--- src/design/cwpq_pkg.sv ---
// shared types and constants of the class window progress query block
package cwpq_pkg;

    // default table capacity
    localparam int MAX_EVENTS_DEF = 256;

    // operation codes
    localparam logic [1:0] OP_APPEND = 2'd0;
    localparam logic [1:0] OP_QUERY  = 2'd1;
    localparam logic [1:0] OP_CLEAR  = 2'd2;

    // event actions
    localparam logic ACTION_ADVANCE = 1'b0;
    localparam logic ACTION_RESET   = 1'b1;

    // status codes
    localparam logic STATUS_OK      = 1'b0;
    localparam logic STATUS_DROPPED = 1'b1;

    // input item
    typedef struct packed {
        logic [1:0]  operation;
        logic [15:0] record_packet;
        logic [15:0] class_id;
        logic        action;
        logic [31:0] units;
        logic [15:0] window_start;
        logic [15:0] window_end;
    } req_item_t;

    // result item
    typedef struct packed {
        logic [31:0] progress_value;
        logic        status;
    } rsp_item_t;

    // one stored event
    typedef struct packed {
        logic        action;
        logic [15:0] class_id;
        logic [15:0] packet;
        logic [31:0] units;
    } entry_t;

    // chain control shared by every cell
    typedef struct packed {
        logic shift;
        logic rotate;
    } cell_ctrl_t;

    // query held for the length of a scan
    typedef struct packed {
        logic [15:0] class_id;
        logic [15:0] window_start;
        logic [15:0] window_end;
    } query_t;

    // accumulator control
    typedef struct packed {
        logic clear;
        logic enable;
    } acc_ctrl_t;

endpackage

--- src/design/cwpq_cell.sv ---
// one cell of the event chain: holds a single stored event
module cwpq_cell
    import cwpq_pkg::*;
(
    input  logic       clk,
    input  cell_ctrl_t ctrl,
    input  entry_t     shift_in,
    input  entry_t     rotate_in,
    output entry_t     entry
);

    entry_t entry_reg;

    // shift up on append, rotate down during a scan
    always_ff @(posedge clk)
    begin
        if (ctrl.shift)
        begin
            entry_reg <= shift_in;
        end
        else if (ctrl.rotate)
        begin
            entry_reg <= rotate_in;
        end
    end

    assign entry = entry_reg;

endmodule

--- config.mk ---
export PLATFORM = sky130hd
export DESIGN_NAME = cwpq_cell
export DESIGN_NICKNAME = d
export VERILOG_FILES = /design/src/design/cwpq_pkg.sv /design/src/design/cwpq_cell.sv
export SDC_FILE = /design/constraint.sdc
export NUM_CORES = 1
export LEC_CHECK = 0
export BUFFER_PORTS_ARGS = -buffer_cell sky130_fd_sc_hd__buf_2
export CORE_MARGIN = 2
export CORE_UTILIZATION = 45
export DETAILED_ROUTE_END_ITERATION = 12
export PLACE_DENSITY_LB_ADDON = 0.15
export SLEW_MARGIN = 20
export SYNTH_ARGS = -nofsm -noshare
export SYNTH_HDL_FRONTEND = slang
export SYNTH_SLANG_ARGS = --single-unit
--- constraint.sdc ---
create_clock -name clk -period 4.45 [get_ports clk]
set_input_delay 0.2225 -clock clk [delete_from_list [all_inputs] [get_ports clk]]
set_output_delay 0.2225 -clock clk [all_outputs]
set_load 0.02 [all_outputs]
==> flow_metrics.env <==
export IMPL_postRouteWirelength_mm=6.30
export IMPL_post_route_setup_tns_ps=0
export IMPL_yosysTopAreaCellShare=0.672
export IMPL_crit_path_start_kind="primary input"
export IMPL_timing_final_max_slew_violations=0
export IMPL_syn_instance_count=138
export IMPL_initial_util=0.462
export IMPL_synthDistinctLibCells=6
export IMPL_htree_levels=3
export IMPL_worst_pin_slew_ps=996
export IMPL_path_max_fanout=42
export IMPL_final_setup_viol_count=0
export IMPL_floorplan_die_width_um=84.3
export IMPL_cts_root_buf="sky130_fd_sc_hd__clkbuf_8"
export IMPL_post_cts_resized_instances=0
export IMPL_worst_path_largest_cell_delay_ps=740
export IMPL_tritoncts_clock_tree="done"
export IMPL_global_route_wire_length_before_repair_mm=9.61
export IMPL_final_net_count=474
export IMPL_route_antenna_remaining_nets=0
export IMPL_drc=0
export IMPL_internal_power_uw=1090
export IMPL_clock_tree_buffer_depth=2
export IMPL_vias_per_cell=4.68
export IMPL_largest_reg_flops=65
export IMPL_synth_top_cell_by_area="sky130_fd_sc_hd__edfxtp_1"
export IMPL_vdd_ir_drop_max_v=0.000210
export IMPL_holdBufCountCts=0
export IMPL_yosys_warnings=0
export IMPL_totalPowerFinal_uw=1470
export IMPL_grt_remaining_overflow=0
export IMPL_drtIter0Drc=86
export IMPL_rsz_0062_raised_after_global_routing="no"
export IMPL_first_global_vias=2015
export IMPL_cts_buffers=9
export IMPL_worst_setup_path_type="primary input to flop"
export IMPL_edff_count_synth=65
export IMPL_gp_congestion=0.731
export IMPL_crit_path_cell_trace="buf_2 -> or2_2 -> buf_4"
export IMPL_timing_fmax_ghz=0.651
export IMPL_period_needed_ps=1540
export IMPL_p_switching_uw=381
export IMPL_arrival_time_reported_for_the_critical_path_endpoint_ps=1530
export IMPL_grt_usage=0.177
export IMPL_power_density_cell_area_mw_per_mm2=360
export IMPL_power_static_leakage_uw=0.00195
export IMPL_fp_coreArea_mm2=0.00628
export IMPL_yosys_top_cells_count="sky130_fd_sc_hd__edfxtp_1 (65), sky130_fd_sc_hd__mux2_4 (39), sky130_fd_sc_hd__mux2_2 (26)"
export IMPL_outcome="completed"
export IMPL_flow_area_growth_from_synthesis_pct=40.9
export IMPL_synth_nets=271
export IMPL_number_of_buffer_cells_added_on_primary_ports=197
export IMPL_cts_setup_buffers=0
export IMPL_relSlewSlack=0.336
export IMPL_cts_reportedPaths_clkPinSlew_ps=70
export IMPL_timing_critical_path_max_delay_family="simple AND/OR/NAND/NOR gates"
export IMPL_comb_power_share=0.208
export IMPL_sw_frac_of_total=0.259
export IMPL_worst_endpoint_required_ps=4440
export IMPL_hold_class="primary input to flop"
export IMPL_row_count=29
export IMPL_wire_per_inst_um=14.9
export IMPL_die_height_um=84.3
export IMPL_sequential_cell_area_fraction_in_the_yosys_report=0.672
export IMPL_avgSynthCellArea_um2=21.0
export IMPL_die_area_mm2=0.00711
export IMPL_io_pins=198
export IMPL_drive_gt1_frac=0.801
export IMPL_crit_path_slowest_cell="sky130_fd_sc_hd__or2_2"
export IMPL_critPathBufInv=2
export IMPL_vias=1980
export IMPL_antennaDiodeCount=0
export IMPL_synthMostInstantiatedCell="sky130_fd_sc_hd__edfxtp_1"
export IMPL_async_set_or_reset_flop_fraction_in_the_synthesized_netlist=0
export IMPL_initial_antenna_violation_count=0
export IMPL_pwr_share_clk=0.270
export IMPL_crit_path_end_kind="flop"
export IMPL_dr_pass1_iters=4
export IMPL_grt_max_degree=66
export IMPL_share_seq_of_total_power=0.522
export IMPL_syn_area_mm2=0.00290
export IMPL_synth_top_cells_by_area="sky130_fd_sc_hd__edfxtp_1 (67%), sky130_fd_sc_hd__mux2_4 (20%), sky130_fd_sc_hd__mux2_2 (10%)"
export IMPL_cts_num_sinks=65
export IMPL_hold_viol_final=0
export IMPL_drv_cap=0
export IMPL_postSynthRegisterBits=65
export IMPL_period_share=0.345
export IMPL_synth_main_ff_cell="sky130_fd_sc_hd__edfxtp_1"
==> power by group through the flow <==
stage	logic, µW	registers (µW)	clock network (µW)
6_report	307	769	397
5_1_grt	327	774	442
4_1_cts	311	770	410
3_5_place_dp	311	782	0
3_3_place_gp	307	780	0
2_1_floorplan	89.3	874	0
==> stage by stage <==
| stage | setup WS (ps) | hold slack, ps | utilization | cell area (µm²) | cells |
|---|---|---|---|---|---|
| after floorplan | 2030 | 440 | - | 2900 | 138 |
| after global placement | 2550 | 523 | 0.627 | 3940 | 407 |
| after detailed placement | 2520 | 526 | 0.627 | 3940 | 407 |
| after CTS | 2880 | 176 | 0.652 | 4090 | 423 |
| after global routing | 2800 | 179 | 0.652 | 4090 | 423 |
| final | 2910 | 197 | 0.652 | 4090 | 423 |
==> path summary, 6_finish.rpt <==
check	depth (start not counted)	startpoint	endpoint
worst max-delay path	3	ctrl[0]	entry[7]
worst min-delay path	2	rotate_in[61]	entry[61]
==> cell families (layout without fill, tap and decap cells) <==
| group | Yosys count | in the layout | synth area share |
|---|---|---|---|
| simple gates | 1 | 1 | 0.00216 |
| buf+inv | 7 | 215 | 0.0228 |
| flops | 65 | 65 | 0.672 |
| mux | 65 | 65 | 0.303 |
==> cell usage in the layout (no fill, tap or decap) <==
| cell type | count |
|---|---|
| sky130_fd_sc_hd__clkbuf_1 | 2 |
| sky130_fd_sc_hd__edfxtp_1 | 65 |
| sky130_fd_sc_hd__buf_4 | 3 |
| sky130_fd_sc_hd__mux2_4 | 39 |
| sky130_fd_sc_hd__clkinv_2 | 3 |
| sky130_fd_sc_hd__or2_2 | 1 |
| sky130_fd_sc_hd__buf_2 | 196 |
| sky130_fd_sc_hd__clkinv_1 | 2 |
| sky130_fd_sc_hd__mux2_2 | 26 |
| sky130_fd_sc_hd__clkbuf_8 | 9 |
==> final cells by class <==
cell class,instances,area [µm²]
clock buffer,11,131
clock inverter,5,22.5
fill,479,2190
multi-input combinational,66,885
sequential,65,1950
tap,77,96.3
timing repair buffer,199,1000
==> routing by layer <==
layer,up-vias,GRT usage,share of wire
li1,948,-,-
met4,0,0.0748,0.014
met1,896,0.205,0.37
met3,9,0.0610,0.11
met2,127,0.300,0.51
met5,-,0,0
No activity file was read; power rests on OpenSTA's default activity.
