## config.mk

```make
export PLATFORM = sky130hd
export DESIGN_NAME = cwpq_accum
export DESIGN_NICKNAME = d
export VERILOG_FILES = /design/src/design/cwpq_pkg.sv /design/src/design/cwpq_accum.sv
export SDC_FILE = /design/constraint.sdc
export NUM_CORES = 1
export LEC_CHECK = 0
export BUFFER_PORTS_ARGS = -buffer_cell sky130_fd_sc_hd__buf_2
export CORE_MARGIN = 2
export CORE_UTILIZATION = 56
export DETAILED_ROUTE_END_ITERATION = 10
export HOLD_SLACK_MARGIN = 0.03
export MAX_ROUTING_LAYER = met4
export PLACE_DENSITY = 0.88
export SYNTH_ARGS = -nofsm -noshare
export SYNTH_HDL_FRONTEND = slang
export SYNTH_SLANG_ARGS = --single-unit
```

## constraint.sdc

```tcl
create_clock -name clk -period 7.95 [get_ports clk]
set_input_delay 0.3975 -clock clk [delete_from_list [all_inputs] [get_ports clk]]
set_output_delay 0.3975 -clock clk [all_outputs]
set_load 0.01 [all_outputs]
```

## src/design/cwpq_pkg.sv

```systemverilog
// shared types and constants of the class window progress query block
package cwpq_pkg;

    // default table capacity
    localparam int MAX_EVENTS_DEF = 256;

    // operation codes
    localparam logic [1:0] OP_APPEND = 2'd0;
    localparam logic [1:0] OP_QUERY  = 2'd1;
    localparam logic [1:0] OP_CLEAR  = 2'd2;

    // event actions
    localparam logic ACTION_ADVANCE = 1'b0;
    localparam logic ACTION_RESET   = 1'b1;

    // status codes
    localparam logic STATUS_OK      = 1'b0;
    localparam logic STATUS_DROPPED = 1'b1;

    // input item
    typedef struct packed {
        logic [1:0]  operation;
        logic [15:0] record_packet;
        logic [15:0] class_id;
        logic        action;
        logic [31:0] units;
        logic [15:0] window_start;
        logic [15:0] window_end;
    } req_item_t;

    // result item
    typedef struct packed {
        logic [31:0] progress_value;
        logic        status;
    } rsp_item_t;

    // one stored event
    typedef struct packed {
        logic        action;
        logic [15:0] class_id;
        logic [15:0] packet;
        logic [31:0] units;
    } entry_t;

    // chain control shared by every cell
    typedef struct packed {
        logic shift;
        logic rotate;
    } cell_ctrl_t;

    // query held for the length of a scan
    typedef struct packed {
        logic [15:0] class_id;
        logic [15:0] window_start;
        logic [15:0] window_end;
    } query_t;

    // accumulator control
    typedef struct packed {
        logic clear;
        logic enable;
    } acc_ctrl_t;

endpackage

```

## src/design/cwpq_accum.sv

```systemverilog
// window test and saturating unit sum over the head of the chain
module cwpq_accum
    import cwpq_pkg::*;
(
    input  logic        clk,
    input  logic        rst_n,
    input  acc_ctrl_t   ctrl,
    input  query_t      query,
    input  entry_t      head,
    output logic [31:0] result
);

    logic [31:0] sum_reg;
    logic        hit_reset_reg;
    logic        match;
    logic [32:0] wide_sum;

    // event of the queried class strictly inside the window
    assign match = (head.class_id == query.class_id)
                && (head.packet > query.window_start)
                && (head.packet < query.window_end);

    assign wide_sum = {1'b0, sum_reg} + {1'b0, head.units};

    // accumulate one event per cycle
    always_ff @(posedge clk or negedge rst_n)
    begin
        if (!rst_n)
        begin
            sum_reg       <= '0;
            hit_reset_reg <= 1'b0;
        end
        else if (ctrl.clear)
        begin
            sum_reg       <= '0;
            hit_reset_reg <= 1'b0;
        end
        else if (ctrl.enable && match)
        begin
            if (head.action == ACTION_RESET)
            begin
                hit_reset_reg <= 1'b1;
            end
            else if (wide_sum[32])
            begin
                sum_reg <= '1;
            end
            else
            begin
                sum_reg <= wide_sum[31:0];
            end
        end
    end

    // a reset inside the window wins over any sum
    assign result = hit_reset_reg ? '1 : sum_reg;

endmodule

```

==> summary.txt <==
Logic synthesis
  • Yosys top cell area share: 19.6%
  • Mapped Nets: 710
  • Main combinational cell family by area after synthesis: compound AO/OA/AOI/OAI gates
  • Post-synth top area cell: dfrtp_1
  • Xor/xnor share of the synthesized area: 8.93%
  • Yosys warnings: 0
  • Number of different library cells in the post-synthesis netlist: 52
  • Number of synthesized flops with an enable pin: 0
  • Post-synth top flop: dfrtp_1
  • Syn avg cell area: 7.98 um2
  • Synthesized flop and latch total: 33
  • Part of the Yosys area used for sequential elements: 19.6%
  • Ranking of synthesized cells by area: dfrtp_1 (20%), ha_1 (19%), a21oi_1 (6.5%)
  • Post-synth ARST share: 100%
  • Post-Synth Adder-Cell Area: 19.2%
  • Synth Area in Compound Gates: 27.9%
  • Synth Area in Simple Gates: 18.1%
  • Mux cell area share after synthesis: 0%
  • Mapped cell area: 4220 um2
  • Post-Syn Instances: 529

Cells and area
  • FF+latch area: 826 um2
  • Max reg flops: 32
  • Ant. Diodes: 0
  • Fin nets: 845
  • Filler Cell Count: 630
  • Fraction of layout cells with a size suffix above 1: 30.4%
  • Syn-to-layout area delta: 20.3%
  • Multi-input gate area: 3130 um2

Route
  • Via count: 4452
  • DR iter-0 viols: 160
  • Drt total wl: 11700 um
  • Number of remaining DRC errors: 0
  • Wire per inst: 15.3 um
  • Drt pass-1 iters: 5
  • Routed Antenna Nets: 0
  • Vias per Instance: 5.83

Clocking
  • H-tree levels: 2
  • Setup Buffers After CTS: 0
  • PostCTS Resize Cnt: 0
  • Clock buffer depth: 2
  • Root buf cell: clkbuf_8
  • Clock Pin Slew Worst Setup and Hold Paths: 0.07 ns
  • Clock Latency Late Sink: 0.29 ns
  • # hold bufs at CTS: 0
  • CTS tree: built
  • CTS Buf Count: 5
  • Sink Count: 33

Floorplan
  • Die width: 90.8 um
  • Starting Density: 57.9%
  • Chip Height: 90.8 um
  • Die area: 8240 um2
  • # IOs: 149
  • Rows: 31
  • Placeable core area: 7290 um2

Global route
  • Initial antenna violation count: 0
  • Grt total ovfl: 0
  • Largest net degree at the start of global routing: 34
  • Global-route wire length before repair: 19600 um
  • Gr usage total: 29.4%
  • Vias in the first global route: 4624

Flow run
  • Max-cap violations: 0

STA
  • Fin crit share: 46.8%
  • Setup WS post-layout: 4.23 ns
  • Slew Limit Fails: 0
  • Rel. slew slack: 39.5%
  • Achievable Freq: 269 MHz
  • Least-Margin Pin Slew: 0.908 ns
  • Setup Skew: 0.00511 ns
  • Setup TNS: 0 ns
  • Final hold viol count: 0
  • Unrepaired setup endpoints after global routing: no
  • Post-layout min period: 3.72 ns
  • Setup violations, final: 0

Critical path
  • RR Endpoint: sum_reg[19]
  • CP endpoint kind: flop
  • Crit path required time: 8.10 ns
  • Worst reg2reg path startpoint: sum_reg[0]
  • CP Launch Type: flop
  • Reg2reg setup slack: 4.23 ns
  • Crit path max fanout: 19
  • WS Path Type: flop to flop
  • CP Data Arrival Time: 3.87 ns
  • R2R depth: 11

Outcome
  • Status: finished, final reports clean

Power
  • Power per Cell Area: 81.2 nW/um2
  • Final Power: 412 uW
  • VDD IR-drop max: 0.0477 mV
  • Leakage: 0.00288 uW

Placed design
  • # port buffers: 148
  • Placer congestion estimate: 0.922
  • DP Worst Slack: 4.19 ns
  • Post-DP HPWL: 9550 um

Min path
  • Worst hold-check path type: input port to async pin
## worst max-delay path: stages (launching register included)
cell and delay [ns]:
dfrtp_1 0.41, ha_1 0.23, fa_1 0.42, a21oi_1 0.25, o211ai_1 0.23, a311oi_2 0.31
a211oi_2 0.14, o41ai_2 0.42, o221ai_2 0.20, a21oi_2 0.49, buf_4 0.35, a211oi_1 0.11
## cells in the mapped netlist (all sizes together), types with 17 or more instances
master	n
a211oi	17
a21oi	58
dfrtp	33
ha	63
inv	43
nand2	23
nor2	35
o21ai	25
o21bai	30
or2	35
xnor2	29
## layer usage
metal	routed length (um)	vias to the layer above	track usage, %	share of wire [%]
li1	-	2179	-	-
met1	4690	2043	31.3	40
met2	5980	192	54.0	51
met3	631	38	3.76	5.4
met4	386	0	13.1	3.3
met5	0	-	-	0
## stage by stage
stage | cells | instance area (um2) | utilization (%) | hold slack, ns
final | 764 | 5080 | 69.6 | 0.183
after global routing | 764 | 5080 | 69.6 | 0.250
after CTS | 764 | 5080 | 69.6 | 0.208
after detailed placement | 756 | 4990 | 68.5 | 0.520
after global placement | 756 | 4990 | 68.5 | 0.501
after floorplan | 529 | 4220 | - | 0.102
## where the power goes
part | switching [uW] | internal (uW)
Sequential | 0.000681 | 168
Clock | 65.8 | 60.7
Combinational | 61.7 | 56.1
Total | 127 | 285
## worst max path at each step
stage,slack (ns),endpoint,startpoint
floorplan,5.07,sum_reg[21],head[0]
global placement,4.31,sum_reg[0],head[0]
detailed placement,4.19,sum_reg[18],head[0]
CTS,4.25,sum_reg[18],sum_reg[0]
global route,3.96,sum_reg[18],sum_reg[0]
finish,4.23,sum_reg[19],sum_reg[0]
## cell families after synthesis
logic type | Yosys count
buffers and inverters | 65
xor gates and xnor gates | 43
adders and majority gates | 64
DFF | 33
AOI/OAI and AO/OA | 177
and+or+nand+nor | 147
## placed cells by master, fill, tap and decap left out, drive strengths merged, types with 2 or more instances in the layout
| cell type | Yosys | layout |
|---|---|---|
| dfrtp | 33 | 33 |
| o2111ai | 2 | 2 |
| and3 | 2 | 2 |
| o211ai | 4 | 4 |
| nor4 | 2 | 2 |
| nand2b | 4 | 4 |
| nand3 | 12 | 12 |
| nor2b | 4 | 4 |
| or2 | 35 | 35 |
| ha | 63 | 63 |
| a21boi | 2 | 2 |
| o21a | 4 | 4 |
| nor3 | 10 | 10 |
| xnor2 | 29 | 29 |
| nor2 | 35 | 35 |
| o21ai | 25 | 25 |
| clkbuf | 14 | 6 |
| a31oi | 5 | 5 |
| buf | 8 | 150 |
| o41ai | 5 | 5 |
| a211oi | 17 | 17 |
| a21oi | 58 | 58 |
| inv | 43 | 43 |
| clkinv | 0 | 2 |
| xor2 | 14 | 14 |
| o21bai | 30 | 30 |
| nand4 | 14 | 14 |
| nand2 | 23 | 23 |
| a21o | 13 | 13 |
## layout make-up
cell class	instances	area share [%]
multi-input combinational	431	61.6
tap	99	2.44
sequential	33	16.3
clock inverter	2	0.197
timing repair buffer	150	14.9
clock buffer	6	1.43
inverter	43	3.18
Power figures use the tool's default switching activity.
